$ cat src/rtl/mcws_pkg.sv
`default_nettype none
package mcws_pkg;

  localparam int NUM_CHANNELS = 8;
  localparam int CH_IDX_W = (NUM_CHANNELS > 1) ? $clog2(NUM_CHANNELS) : 1;
  localparam logic [CH_IDX_W-1:0] LAST_CH = CH_IDX_W'(NUM_CHANNELS - 1);

  localparam int CMD_W = 2;
  localparam int ID_W = 8;
  localparam int TIME_W = 32;
  localparam int MASK_W = 8;

  localparam logic [CMD_W-1:0] CMD_ARM = 2'd0;
  localparam logic [CMD_W-1:0] CMD_FEED = 2'd1;
  localparam logic [CMD_W-1:0] CMD_CHECK = 2'd2;

  localparam int CFG_IDX_W = 1;
  localparam int CFG_DATA_W = 1;
  localparam logic [CFG_IDX_W-1:0] REG_SUP_DISABLED = 1'd0;
  localparam logic [CFG_IDX_W-1:0] REG_FAIL_HARD = 1'd1;

  typedef struct packed {
    logic [CMD_W-1:0]  command;
    logic [ID_W-1:0]   wdg_id;
    logic [TIME_W-1:0] period;
    logic [TIME_W-1:0] now_ms;
  } cmd_t;

  typedef struct packed {
    logic              status;
    logic [MASK_W-1:0] triggered_mask;
    logic              hw_feed;
  } result_t;

  typedef struct packed {
    logic                we;
    logic                set_period;
    logic [CH_IDX_W-1:0] idx;
    logic [TIME_W-1:0]   period;
    logic [TIME_W-1:0]   stamp;
  } tab_wr_t;

endpackage
`default_nettype wire

$ cat src/rtl/mcws_cmp.sv
`default_nettype none
module mcws_cmp (
  input  logic [mcws_pkg::TIME_W-1:0] now_ms,
  input  logic [mcws_pkg::TIME_W-1:0] fed_at,
  input  logic [mcws_pkg::TIME_W-1:0] period,
  output logic                        expired
);
  import mcws_pkg::*;

  logic [TIME_W-1:0] elapsed;

  // Elapsed time wraps with the millisecond counter.
  assign elapsed = now_ms - fed_at;
  assign expired = (period != '0) && (elapsed > period);

endmodule
`default_nettype wire

$ cat src/rtl/mcws_chan_tab.sv
`default_nettype none
module mcws_chan_tab (
  input  logic                          clk,
  input  logic                          rst,
  input  mcws_pkg::tab_wr_t             wr,
  input  logic [mcws_pkg::CH_IDX_W-1:0] rd_idx,
  output logic [mcws_pkg::TIME_W-1:0]   rd_period,
  output logic [mcws_pkg::TIME_W-1:0]   rd_last
);
  import mcws_pkg::*;

  logic [TIME_W-1:0] period_regs [NUM_CHANNELS];
  logic [TIME_W-1:0] last_regs [NUM_CHANNELS];

  always_ff @(posedge clk) begin
    if (rst) begin
      for (int i = 0; i < NUM_CHANNELS; i++) begin
        period_regs[i] <= '0;
        last_regs[i] <= '0;
      end
    end else if (wr.we) begin
      last_regs[wr.idx] <= wr.stamp;
      if (wr.set_period) begin
        period_regs[wr.idx] <= wr.period;
      end
    end
  end

  assign rd_period = period_regs[rd_idx];
  assign rd_last = last_regs[rd_idx];

endmodule
`default_nettype wire

$ cat src/rtl/multi_channel_watchdog_supervisor.sv
// Multi-channel watchdog supervisor.
// A command beat is taken on a rising edge with start high and busy low; cmd
// carries the command code, channel id, period and the current millisecond time.
// Register and feed stamp a channel; register also sets its period. A check
// sweeps the channels one per clock through a single wrap-around subtract and
// compare unit, so its length is set by the channel count.
// Every command gives exactly one result beat: done is high for one cycle with
// result valid. done rises as the block leaves the EXEC state entered on accept
// for register, feed, unused codes and checks with supervision disabled, and
// for a check sweep as it leaves the SWEEP state after the last channel. busy
// drops as done rises, so the next command can be accepted on the edge that
// takes the result.
// The receiver cannot stall; it must take the result in its single cycle.
// The configuration port writes supervision_disabled (index 0) and fail_hard_mode
// (index 1) on any edge with cfg_we high; write only while idle (not enforced).
// Synchronous reset clears both registers, all channel periods and stamps, and
// returns the block to idle with no result pending.
`default_nettype none
module multi_channel_watchdog_supervisor (
  input  logic                            clk,
  input  logic                            rst,
  input  logic                            start,
  output logic                            busy,
  input  mcws_pkg::cmd_t                  cmd,
  output logic                            done,
  output mcws_pkg::result_t               result,
  input  logic                            cfg_we,
  input  logic [mcws_pkg::CFG_IDX_W-1:0]  cfg_index,
  input  logic [mcws_pkg::CFG_DATA_W-1:0] cfg_data
);
  import mcws_pkg::*;

  localparam logic [1:0] ST_IDLE = 2'd0;
  localparam logic [1:0] ST_EXEC = 2'd1;
  localparam logic [1:0] ST_SWEEP = 2'd2;

  logic [1:0]          state;
  cmd_t                item;
  logic [CH_IDX_W-1:0] ch_idx;
  logic [MASK_W-1:0]   mask;
  logic [MASK_W-1:0]   mask_next;
  logic                any_exp;
  logic                any_exp_next;
  logic                sup_disabled;
  logic                fail_hard;
  logic                id_ok;
  logic                is_chan_cmd;
  logic                expired;
  tab_wr_t             tab_wr;
  logic [TIME_W-1:0]   rd_period;
  logic [TIME_W-1:0]   rd_last;

  assign busy = (state != ST_IDLE);
  assign id_ok = (item.wdg_id < ID_W'(NUM_CHANNELS));
  assign is_chan_cmd = (item.command == CMD_ARM) || (item.command == CMD_FEED);

  always_comb begin
    tab_wr.we = (state == ST_EXEC) && is_chan_cmd && id_ok;
    tab_wr.set_period = (item.command == CMD_ARM);
    tab_wr.idx = item.wdg_id[CH_IDX_W-1:0];
    tab_wr.period = item.period;
    tab_wr.stamp = item.now_ms;
  end

  mcws_chan_tab u_chan_tab (
    .clk       (clk),
    .rst       (rst),
    .wr        (tab_wr),
    .rd_idx    (ch_idx),
    .rd_period (rd_period),
    .rd_last   (rd_last)
  );

  mcws_cmp u_cmp (
    .now_ms    (item.now_ms),
    .fed_at    (rd_last),
    .period    (rd_period),
    .expired   (expired)
  );

  always_comb begin
    any_exp_next = any_exp | expired;
    for (int b = 0; b < MASK_W; b++) begin
      mask_next[b] = mask[b] | (expired && (8'(ch_idx) == 8'(b)));
    end
  end

  always_ff @(posedge clk) begin
    if (rst) begin
      state <= ST_IDLE;
      done <= 1'b0;
      sup_disabled <= 1'b0;
      fail_hard <= 1'b0;
    end else begin
      done <= 1'b0;
      if (cfg_we) begin
        case (cfg_index)
          REG_SUP_DISABLED: sup_disabled <= cfg_data[0];
          REG_FAIL_HARD: fail_hard <= cfg_data[0];
          default: ;
        endcase
      end
      case (state)
        ST_IDLE: begin
          if (start) begin
            state <= ST_EXEC;
          end
        end
        ST_EXEC: begin
          if ((item.command == CMD_CHECK) && !sup_disabled) begin
            state <= ST_SWEEP;
          end else begin
            state <= ST_IDLE;
            done <= 1'b1;
          end
        end
        ST_SWEEP: begin
          if (ch_idx == LAST_CH) begin
            state <= ST_IDLE;
            done <= 1'b1;
          end
        end
        default: state <= ST_IDLE;
      endcase
    end
  end

  always_ff @(posedge clk) begin
    case (state)
      ST_IDLE: begin
        if (start) begin
          item <= cmd;
        end
      end
      ST_EXEC: begin
        ch_idx <= '0;
        mask <= '0;
        any_exp <= 1'b0;
        result.status <= is_chan_cmd && !id_ok;
        result.triggered_mask <= '0;
        result.hw_feed <= (item.command == CMD_CHECK);
      end
      ST_SWEEP: begin
        ch_idx <= ch_idx + CH_IDX_W'(1);
        mask <= mask_next;
        any_exp <= any_exp_next;
        if (ch_idx == LAST_CH) begin
          result.status <= 1'b0;
          result.triggered_mask <= mask_next;
          result.hw_feed <= !any_exp_next && !fail_hard;
        end
      end
      default: ;
    endcase
  end

endmodule
`default_nettype wire

$ cat config.mk
export PLATFORM = sky130hd
export DESIGN_NAME = multi_channel_watchdog_supervisor
export DESIGN_NICKNAME = d
export VERILOG_FILES = /design/src/rtl/mcws_pkg.sv /design/src/rtl/mcws_cmp.sv /design/src/rtl/mcws_chan_tab.sv /design/src/rtl/multi_channel_watchdog_supervisor.sv
export SDC_FILE = /design/constraint.sdc
export NUM_CORES = 1
export LEC_CHECK = 0
export ABC_AREA = 1
export BUFFER_PORTS_ARGS = -buffer_cell sky130_fd_sc_hd__buf_4
export CAP_MARGIN = 20
export CORE_AREA = 5 5 230 232
export CTS_BUF_LIST = sky130_fd_sc_hd__clkbuf_4 sky130_fd_sc_hd__clkbuf_8
export CTS_CLUSTER_SIZE = 24
export DETAILED_ROUTE_END_ITERATION = 7
export DIE_AREA = 0 0 235 237
export PLACE_DENSITY_LB_ADDON = 0.1
export SLEW_MARGIN = 20
export SYNTH_ARGS = -nofsm -noshare
export SYNTH_HDL_FRONTEND = slang
export SYNTH_SLANG_ARGS = --single-unit
$ cat constraint.sdc
create_clock -name clk -period 4.8 [get_ports clk]
set_input_delay 0.96 -clock clk [delete_from_list [all_inputs] [get_ports clk]]
set_output_delay 0.96 -clock clk [all_outputs]
set_load 0.05 [all_outputs]
# == Word-level counts from Yosys, hierarchy flattened ==
# Memory sizes are Yosys's and may differ from the RTL's. A register that Yosys moved wholly into a read port is not among the register bits.
# Index checks and enable logic that the tools add are counted.
# classes
add_sub_neg,2
n_mul,0
div,0
order_cmp,2
eq_ne,13
shift,0
n_mux,29
bitwise,10
reduce_logical,32
# ops
operator,count
two-way mux 32 bit,2
OR reduction 32 bit,2
greater-than comparator 32 bit,1
nonzero test 32 bit,1
subtractor 32 bit,1
one-hot mux 10 bit (2 select lines),1
one-hot mux 8 bit (2 select lines),1
logical AND 1 bit,14
two-way mux 1 bit,13
"== test 3 bit, second input constant",4
two-way mux 3 bit,4
two-way mux 10 bit,1
AND reduction 2 bit,5
OR 1 bit,9
"< comparator 8 x 4 -> 1 bit, second input constant",1
"== test 3 x 2 -> 1 bit, second input constant",2
two-way mux 2 bit,3
one-hot mux 2 bit (3 select lines),1
one-hot mux 3 bit (2 select lines),1
"== test 2 x 1 -> 1 bit, second input constant",2
"== test 2 bit, second input constant",2
zero test 1 bit,4
zero test 2 bit,2
"inequality test 2 bit, second input constant",2
7 further kinds,9
# totals
regBits,101
latch_bits,0
ram_bits,512
romBits,0
input_bits,80
wordCells,104
mem_count,2
# mem_list
name,depth,width,rd,rd_ports_with_merged_regs,write_ports,line_no,source
u_chan_tab.last_regs,8,32,1,1,8,mcws_chan_tab.sv:13,logic [TIME_W-1:0] last_regs [NUM_CHANNELS];
u_chan_tab.period_regs,8,32,1,1,8,mcws_chan_tab.sv:12,logic [TIME_W-1:0] period_regs [NUM_CHANNELS];

# == Logic depth before layout (Yosys ltp) ==
# Gate-level depths: netlist (run 1).
# logic_depth
word_depth,9
depth_mapped,34

# == Hierarchy ==
# Synthesis (run 1) repeated with hierarchy kept, for this count alone.
# hier_totals
cells_unflattened,3746
hier_area_um2,31625.3
# modules_own_cells
module,n_inst,cells_per_inst,area_each_um2
mcws_chan_tab,1,2886,24738.7
multi_channel_watchdog_supervisor,1,192,3497.1
mcws_cmp,1,668,3389.5

# == Least setup slack after synthesis (run 1) ==
# No wires, ideal clock.
# synth_timing
path_kind,register to register
startpoint,register (tool-made name)
endpoint,"register result[0] in the netlist's numbering, data pin"
arrival_ps,4516
required_time_ps,4540
slack_ps,24
path_stages_with_launch,34
path_buffers,6
synth_period_minus_slack_ps,4776
cell_sequence,dfxtp_1 > buf_6 > inv_4 > buf_6 > buf_6 > buf_2 > buf_2 > buf_2 > o21ai_0 > a31oi_1 > ha_1 > inv_1 > fa_1 > nand3_1 > nand2_1 > a21boi_0 > o21ai_0 > nand2_1 > nand2_1 > nand3_1 > nand2_1 > xor2_1 > ha_1 > nand2_1 > nor2_1 > nand4_1 > inv_1 > nand2_1 > inv_1 > nand2_1 > a21oi_1 > nand2_2 > nand2_1 > a21oi_1
# synth_lines
item,line_no,source
end: declaration,multi_channel_watchdog_supervisor.sv:26,"output mcws_pkg::result_t result,"

==> results.md, run 1 <==
- Status: complete, no violations
- Slew Limit Fails: 0
- Fin crit share: between 90% and 100%
- Final Util: around 64%
- Die X: between 200 and 250 µm
- Die Area: 55700 µm²
- Routed Antenna Nets: 0
- PortBufs: 91
- Final Hold Viols: 0
- Area post-placement: ~30000 µm²
- DRT iter0 DRCs: roughly 2200
- Top_reg_cell synth: edfxtp_1
- Clock Path Buffers: 3
- Slew @ Worst Pin: approximately 1.1 ns
- Vias in the first global route: 21100
- Final Worst Setup Slack: 0.268 ns
- Yosys warns: 0
- Crit path capture type: flop
- First-pass GRT wire length: ~120 mm
- Hold Buf Count CTS: 0
- I/O pins: 92
- CP max FO: 40
- CP peak stage delay: between 0.3 and 0.4 ns
- Final WL: between 80 and 90 mm
- Final setup fails: 0
- CTS clk-pin slew, worst paths: roughly 0.060 ns
- Most used cell, CP: nand2_1
- Clk_lat worst skew: slightly above 0.7 ns
- Fin crit period: 4.53 ns
- Hpwl dp: about 46 mm
- Post-Syn Nets: 3077
- Max VDD drop: 294 µV
- Via density: between 5 and 6
- Most common cell after layout, fill and taps aside: nor2_1
- Clk root buf: clkbuf_8
- Antenna violations before repair: 0
- Layout cells sized above 1: roughly an eighth
- Worst rel slew slack: 28.8%
- Fmax: about 220 MHz
- TritonCTS buffer count: 99
- Max Clock Skew: roughly 0.027 ns
- CTS sink cnt: about 620
- Max-Cap Viols: 0
- Synth Instances: slightly below 3000
- Finished Layout Cells: 3805
- Die height: 237 µm
- Routability cong.: 0.955
- Number of synthesized flops with an enable pin: 608
- Final total power: roughly 18 mW
- CP max-delay cell: dfxtp_4
- Design area: roughly 33000 µm²
- Netlist Area Pre-Place: 28900 µm²
- Area of the core: roughly 50000 µm²
- WP data required: about 5.3 ns
- Commonest cells after routing, fill and taps aside: nor2_1, edfxtp_1, nand2_1
- Via Count: around 22000
- # rows: 83
- Sequential share of the synthesized area: between 60% and 70%
- Starting density of the core: a little under three fifths
- WP buf/inv: 7
- Lkg Pwr: between 10 and 15 nW
- Worst EP arrival: 4.99 ns
- Worst path top cell family by delay: compound AO/OA/AOI/OAI gates
- WS Path Type: reg -> reg
- H-tree depth: 3
- Ys async rst share: 0%
- CP startpoint kind: flop
- Synth cell types: 38
- Drt drc: 0
- Worst min path class: in -> reg
- Total GRT Usage: between 20 and 30%
- Mean area per synthesized cell: 9.90 µm²
- Routed len/inst: 21.5 µm
- Fillcell total: 4080
- Maximum number of pins on one net before global-route repair: approximately 160
- Area grow syn2layout: 13.2%
- DP Cell Count: between 3000 and 4000
- Yosys reg bits: slightly above 600
- Power density cells: 535 nW/µm²
- ANT cells: 0
- Overflow after GRT: 0
- DR pass1 iterations: 6
- Pre-CTS WS: -0.0232 ns
- Layout net count: 3202
- CTS tree: built
[kinds of logic (layout without fill, tap and decap cells)]
kind of cell | after synthesis | in the layout | share of synthesized area [%]
simple gates | 1428 | 1428 | 19.4
flops | 616 | 616 | 63.7
buf+inv | 405 | 607 | 5.70
compound gates | 371 | 371 | 7.17
fa+ha+maj | 74 | 74 | 3.23
xor+xnor | 29 | 29 | 0.878
[area by class of cell]
| class | instances | area [µm²] | share of cell area, % |
|---|---|---|---|
| repair buffers | 172 | 1580 | 4.83 |
| clock inverters | 31 | 146 | 0.447 |
| clock buffers | 147 | 1750 | 5.34 |
| inverters | 257 | 1000 | 3.05 |
| flip-flops and latches | 616 | 18400 | 56.3 |
| multi-input cells | 1902 | 8990 | 27.5 |
| well taps | 680 | 851 | 2.60 |
[per-stage QoR]
| stage | TNS, ns | hold slack [ns] |
|---|---|---|
| finish | 0 | 0.418 |
| global route | -0.204 | 0.369 |
| CTS | 0 | 0.359 |
| detailed placement | -0.0463 | 0.468 |
| global placement | 0 | 0.452 |
| floorplan | 0 | 0.433 |
[metal layers]
metal / vias up / track usage [%] / share of wire (%)
li1: 10100 / - / -
met1: 10400 / 37.2 / 39
met2: 1109 / 46.7 / 49
met3: 169 / 4.71 / 8.5
met4: 0 / 10.4 / 3.2
met5: - / 0 / 0
[synth_stat cells, drive strengths merged, types with 8 or more instances]
| cell type | instances | area share, % |
|---|---|---|
| edfxtp | 608 | 63 |
| dfxtp | 8 | 0.55 |
| nand2 | 486 | 6.3 |
| nand3 | 127 | 2.2 |
| o21ai | 211 | 3.7 |
| nor3 | 8 | 0.14 |
| inv | 254 | 3.3 |
| nor2 | 785 | 10 |
| clkbuf | 64 | 0.83 |
| o221ai | 31 | 0.94 |
| o22ai | 33 | 0.71 |
| xor2 | 22 | 0.67 |
| ha | 73 | 3.2 |
| buf | 84 | 1.5 |
| nand4 | 8 | 0.17 |
| a21oi | 71 | 1.2 |
[sequential cells by signal, summed over array words and instances (netlist names), named ones only]
name / count
fail_hard: 1
any_exp: 1
done: 1
result: 10
item: 74
mask: 8
sup_disabled: 1
u_chan_tab.period_regs: 256
u_chan_tab.last_regs: 256
state: 2
ch_idx: 3
[report_power, final]
group	switching (mW)	internal, mW
combinational	4.47	2.30
sequential	0.164	6.21
clock	2.06	2.32
[what timing repair did]
item | 4_1_cts | 5_1_grt
resized for setup | 2 | 60
cloned | 0 | 5
setup buffers | 0 | 10
endpoints found under the setup margin | 8 | 18
pin swaps | 0 | 3
[final timing paths]
path | start | to | slack [ns] | cells after the start
max | flop | result[0] | 0.27 | 27
min | cmd[38] | item[38] | 0.42 | 1
max reg2reg | flop | result[0] | 0.27 | 27
min reg2reg | sup_disabled | sup_disabled | 0.47 | 2
No activity file was read; power rests on OpenSTA's default activity.
==> run 2, diff against run 1 <==
--- a/config.mk
+++ b/config.mk
@@ -8,11 +8,11 @@
 export ABC_AREA = 1
 export BUFFER_PORTS_ARGS = -buffer_cell sky130_fd_sc_hd__buf_4
 export CAP_MARGIN = 20
-export CORE_AREA = 5 5 230 232
-export CTS_BUF_LIST = sky130_fd_sc_hd__clkbuf_4 sky130_fd_sc_hd__clkbuf_8
+export CORE_AREA = 5 5 234 236
 export CTS_CLUSTER_SIZE = 24
 export DETAILED_ROUTE_END_ITERATION = 7
-export DIE_AREA = 0 0 235 237
+export DIE_AREA = 0 0 239 241
+export MAX_ROUTING_LAYER = met4
 export PLACE_DENSITY_LB_ADDON = 0.1
 export SLEW_MARGIN = 20
 export SYNTH_ARGS = -nofsm -noshare
==> run 2 against run 1 <==
Effect of this change: combinational power rose by 0.6%; utilization fell by 1.7 points; worst hold slack improved by 0.068 ns; via count fell by 1.7%; clock skew fell by 0.0025 ns; flip-flop and latch count did not move; sequential share of layout area fell by 0.069 points; critical path type unchanged; highest routed layer unchanged.
==> results.md, run 2 (synthesized netlist as in run 1, its figures left out) <==
- Fin crit share: between 90% and 100%
- I/O pins: 92
- Overflow after GRT: 0
- Worst EP arrival: ~4.9 ns
- Final Util: between 60% and 70%
- Routed Antenna Nets: 0
- Max-Cap Viols: 0
- Final setup fails: 0
- Hold Buf Count CTS: 0
- Die Area: ~58000 µm²
- Via density: 5.70
- TritonCTS buffer count: just over 60
- Lkg Pwr: 13.6 nW
- Met2 usage: between 40% and 50%
- Power density cells: 546 nW/µm²
- Pre-CTS WS: around 0.063 ns
- DR pass1 iterations: 6
- Max Clock Skew: ~0.025 ns
- Layout net count: about 3200
- Grt met3 use: 3.59%
- WHS: 0.486 ns
- Commonest cells after routing, fill and taps aside: nor2_1, edfxtp_1, nand2_1
- Finished Layout Cells: between 3000 and 4000
- Clk root buf: clkbuf_16
- WP data required: between 5 and 6 ns
- Area grow syn2layout: 13.3%
- Worst rel slew slack: about a quarter
- Design area: around 33000 µm²
- Fmax: 222 MHz
- Slew Limit Fails: 0
- Final Worst Setup Slack: roughly 0.29 ns
- Drt drc: 0
- Via Count: 21400
- CTS tree: built
- CP startpoint kind: flop
- Clk_lat worst skew: approximately 0.64 ns
- Die height: between 200 and 250 µm
- Fin crit period: about 4.5 ns
- DP Cell Count: 3625
- CP max FO: 43
- Crit path capture type: flop
- Starting density of the core: between 50 and 60%
- ANT cells: 0
- # rows: 84
- Layout cells sized above 1: between 9 and 10%
- Most crowded layer after global routing: met2
- First-pass GRT wire length: approximately 120 mm
- Clock Path Buffers: 3
- Worst min path class: reg -> reg
- Antenna violations before repair: 0
- Routed len/inst: roughly 21 µm
- Met1 Usage GRT: 35.6%
- Routability cong.: ~0.95
- Area of the core: 52200 µm²
- H-tree depth: 2
- Final total power: 17.9 mW
- PortBufs: 91
- Final WL: between 80 and 90 mm
- Hpwl dp: 46.6 mm
- Die X: 239 µm
- Area post-placement: about 30000 µm²
- WS Path Type: reg -> reg
- CTS clk-pin slew, worst paths: ~0.060 ns
- Status: complete, no violations
- Top Registers: u_chan_tab.last_regs (256), u_chan_tab.period_regs (256), item (74)
- DRT iter0 DRCs: between 2000 and 2500
- Vias in the first global route: 21100
- Total GRT Usage: ~28%
- Slew @ Worst Pin: about 1.1 ns
- Maximum number of pins on one net before global-route repair: between 100 and 150
- Max VDD drop: roughly 340 µV
- Final Hold Viols: 0
- Setup TNS after final layout: 0 ns
- Most common cell after layout, fill and taps aside: nor2_1
- CTS sink cnt: around 620
[run 2: cell count changes in the layout (fill, tap and decap cells not counted), moves of 3 or more]
cell / delta
clkbuf_4: -44
nand2_1: -3
clkbuf_16: +59
buf_4: +4
clkinv_1: -7
clkbuf_1: +14
nand2_2: +3
clkinv_2: +6
o21ai_2: -3
clkbuf_8: -103
o21ai_0: +5
bufinv_16: +7
[run 2: layer usage]
layer	wire (µm)	up-vias
met5	0	-
met4	2510	0
met3	5950	176
met2	40400	900
met1	31500	10300
li1	-	9974
[run 2: cell type report]
cell class                      instances  area, µm²
Clock inverter                         38        370
Fill cell                            4227      19400
Clock buffer                           75       1580
Timing Repair inverter                  1       16.3
Timing Repair Buffer                  172       1530
Tap cell                              688        861
Inverter                              257        997
Sequential cell                       616      18400
Multi-Input combinational cell       1902       9010
[run 2: report_power, final]
group          internal [mW]  switching [mW]  total [mW]
Clock                   2.70            2.02        4.73
Combinational           2.32            4.49        6.81
Sequential              6.20           0.155        6.36
[run 2: timing repair]
item / 4_1_cts / 5_1_grt
buffers inserted: 0 / 7
setup endpoints to repair: 0 / 18
gates resized for setup: 0 / 62
[run 2: critical path, cell delays in order, from the launching register on]
cell and delay (ns):
dfxtp_4 0.39, buf_16 0.21, buf_6 0.26, o21ai_0 0.13, o221ai_1 0.19, o21ai_0 0.15, ha_1 0.42, nand2_1 0.16
o21ai_0 0.34, a21oi_1 0.15, o211ai_1 0.26, xnor2_1 0.20, inv_1 0.08, ha_1 0.31, a21oi_1 0.06, o21ai_0 0.16
nand2_1 0.07, nand2_1 0.06, a21oi_1 0.04, a21oi_1 0.14, buf_4 0.18, nand2_2 0.08, nand2_1 0.08, a21oi_1 0.06
[run 2: path summary, 6_finish.rpt]
| path | to | start | slack, ns | depth (start not counted) |
|---|---|---|---|---|
| hold / removal | sup_disabled | sup_disabled | 0.49 | 2 |
| setup reg to reg | result[0] | flop | 0.29 | 23 |
| setup / recovery | result[0] | flop | 0.29 | 23 |
| hold reg to reg | sup_disabled | sup_disabled | 0.49 | 2 |
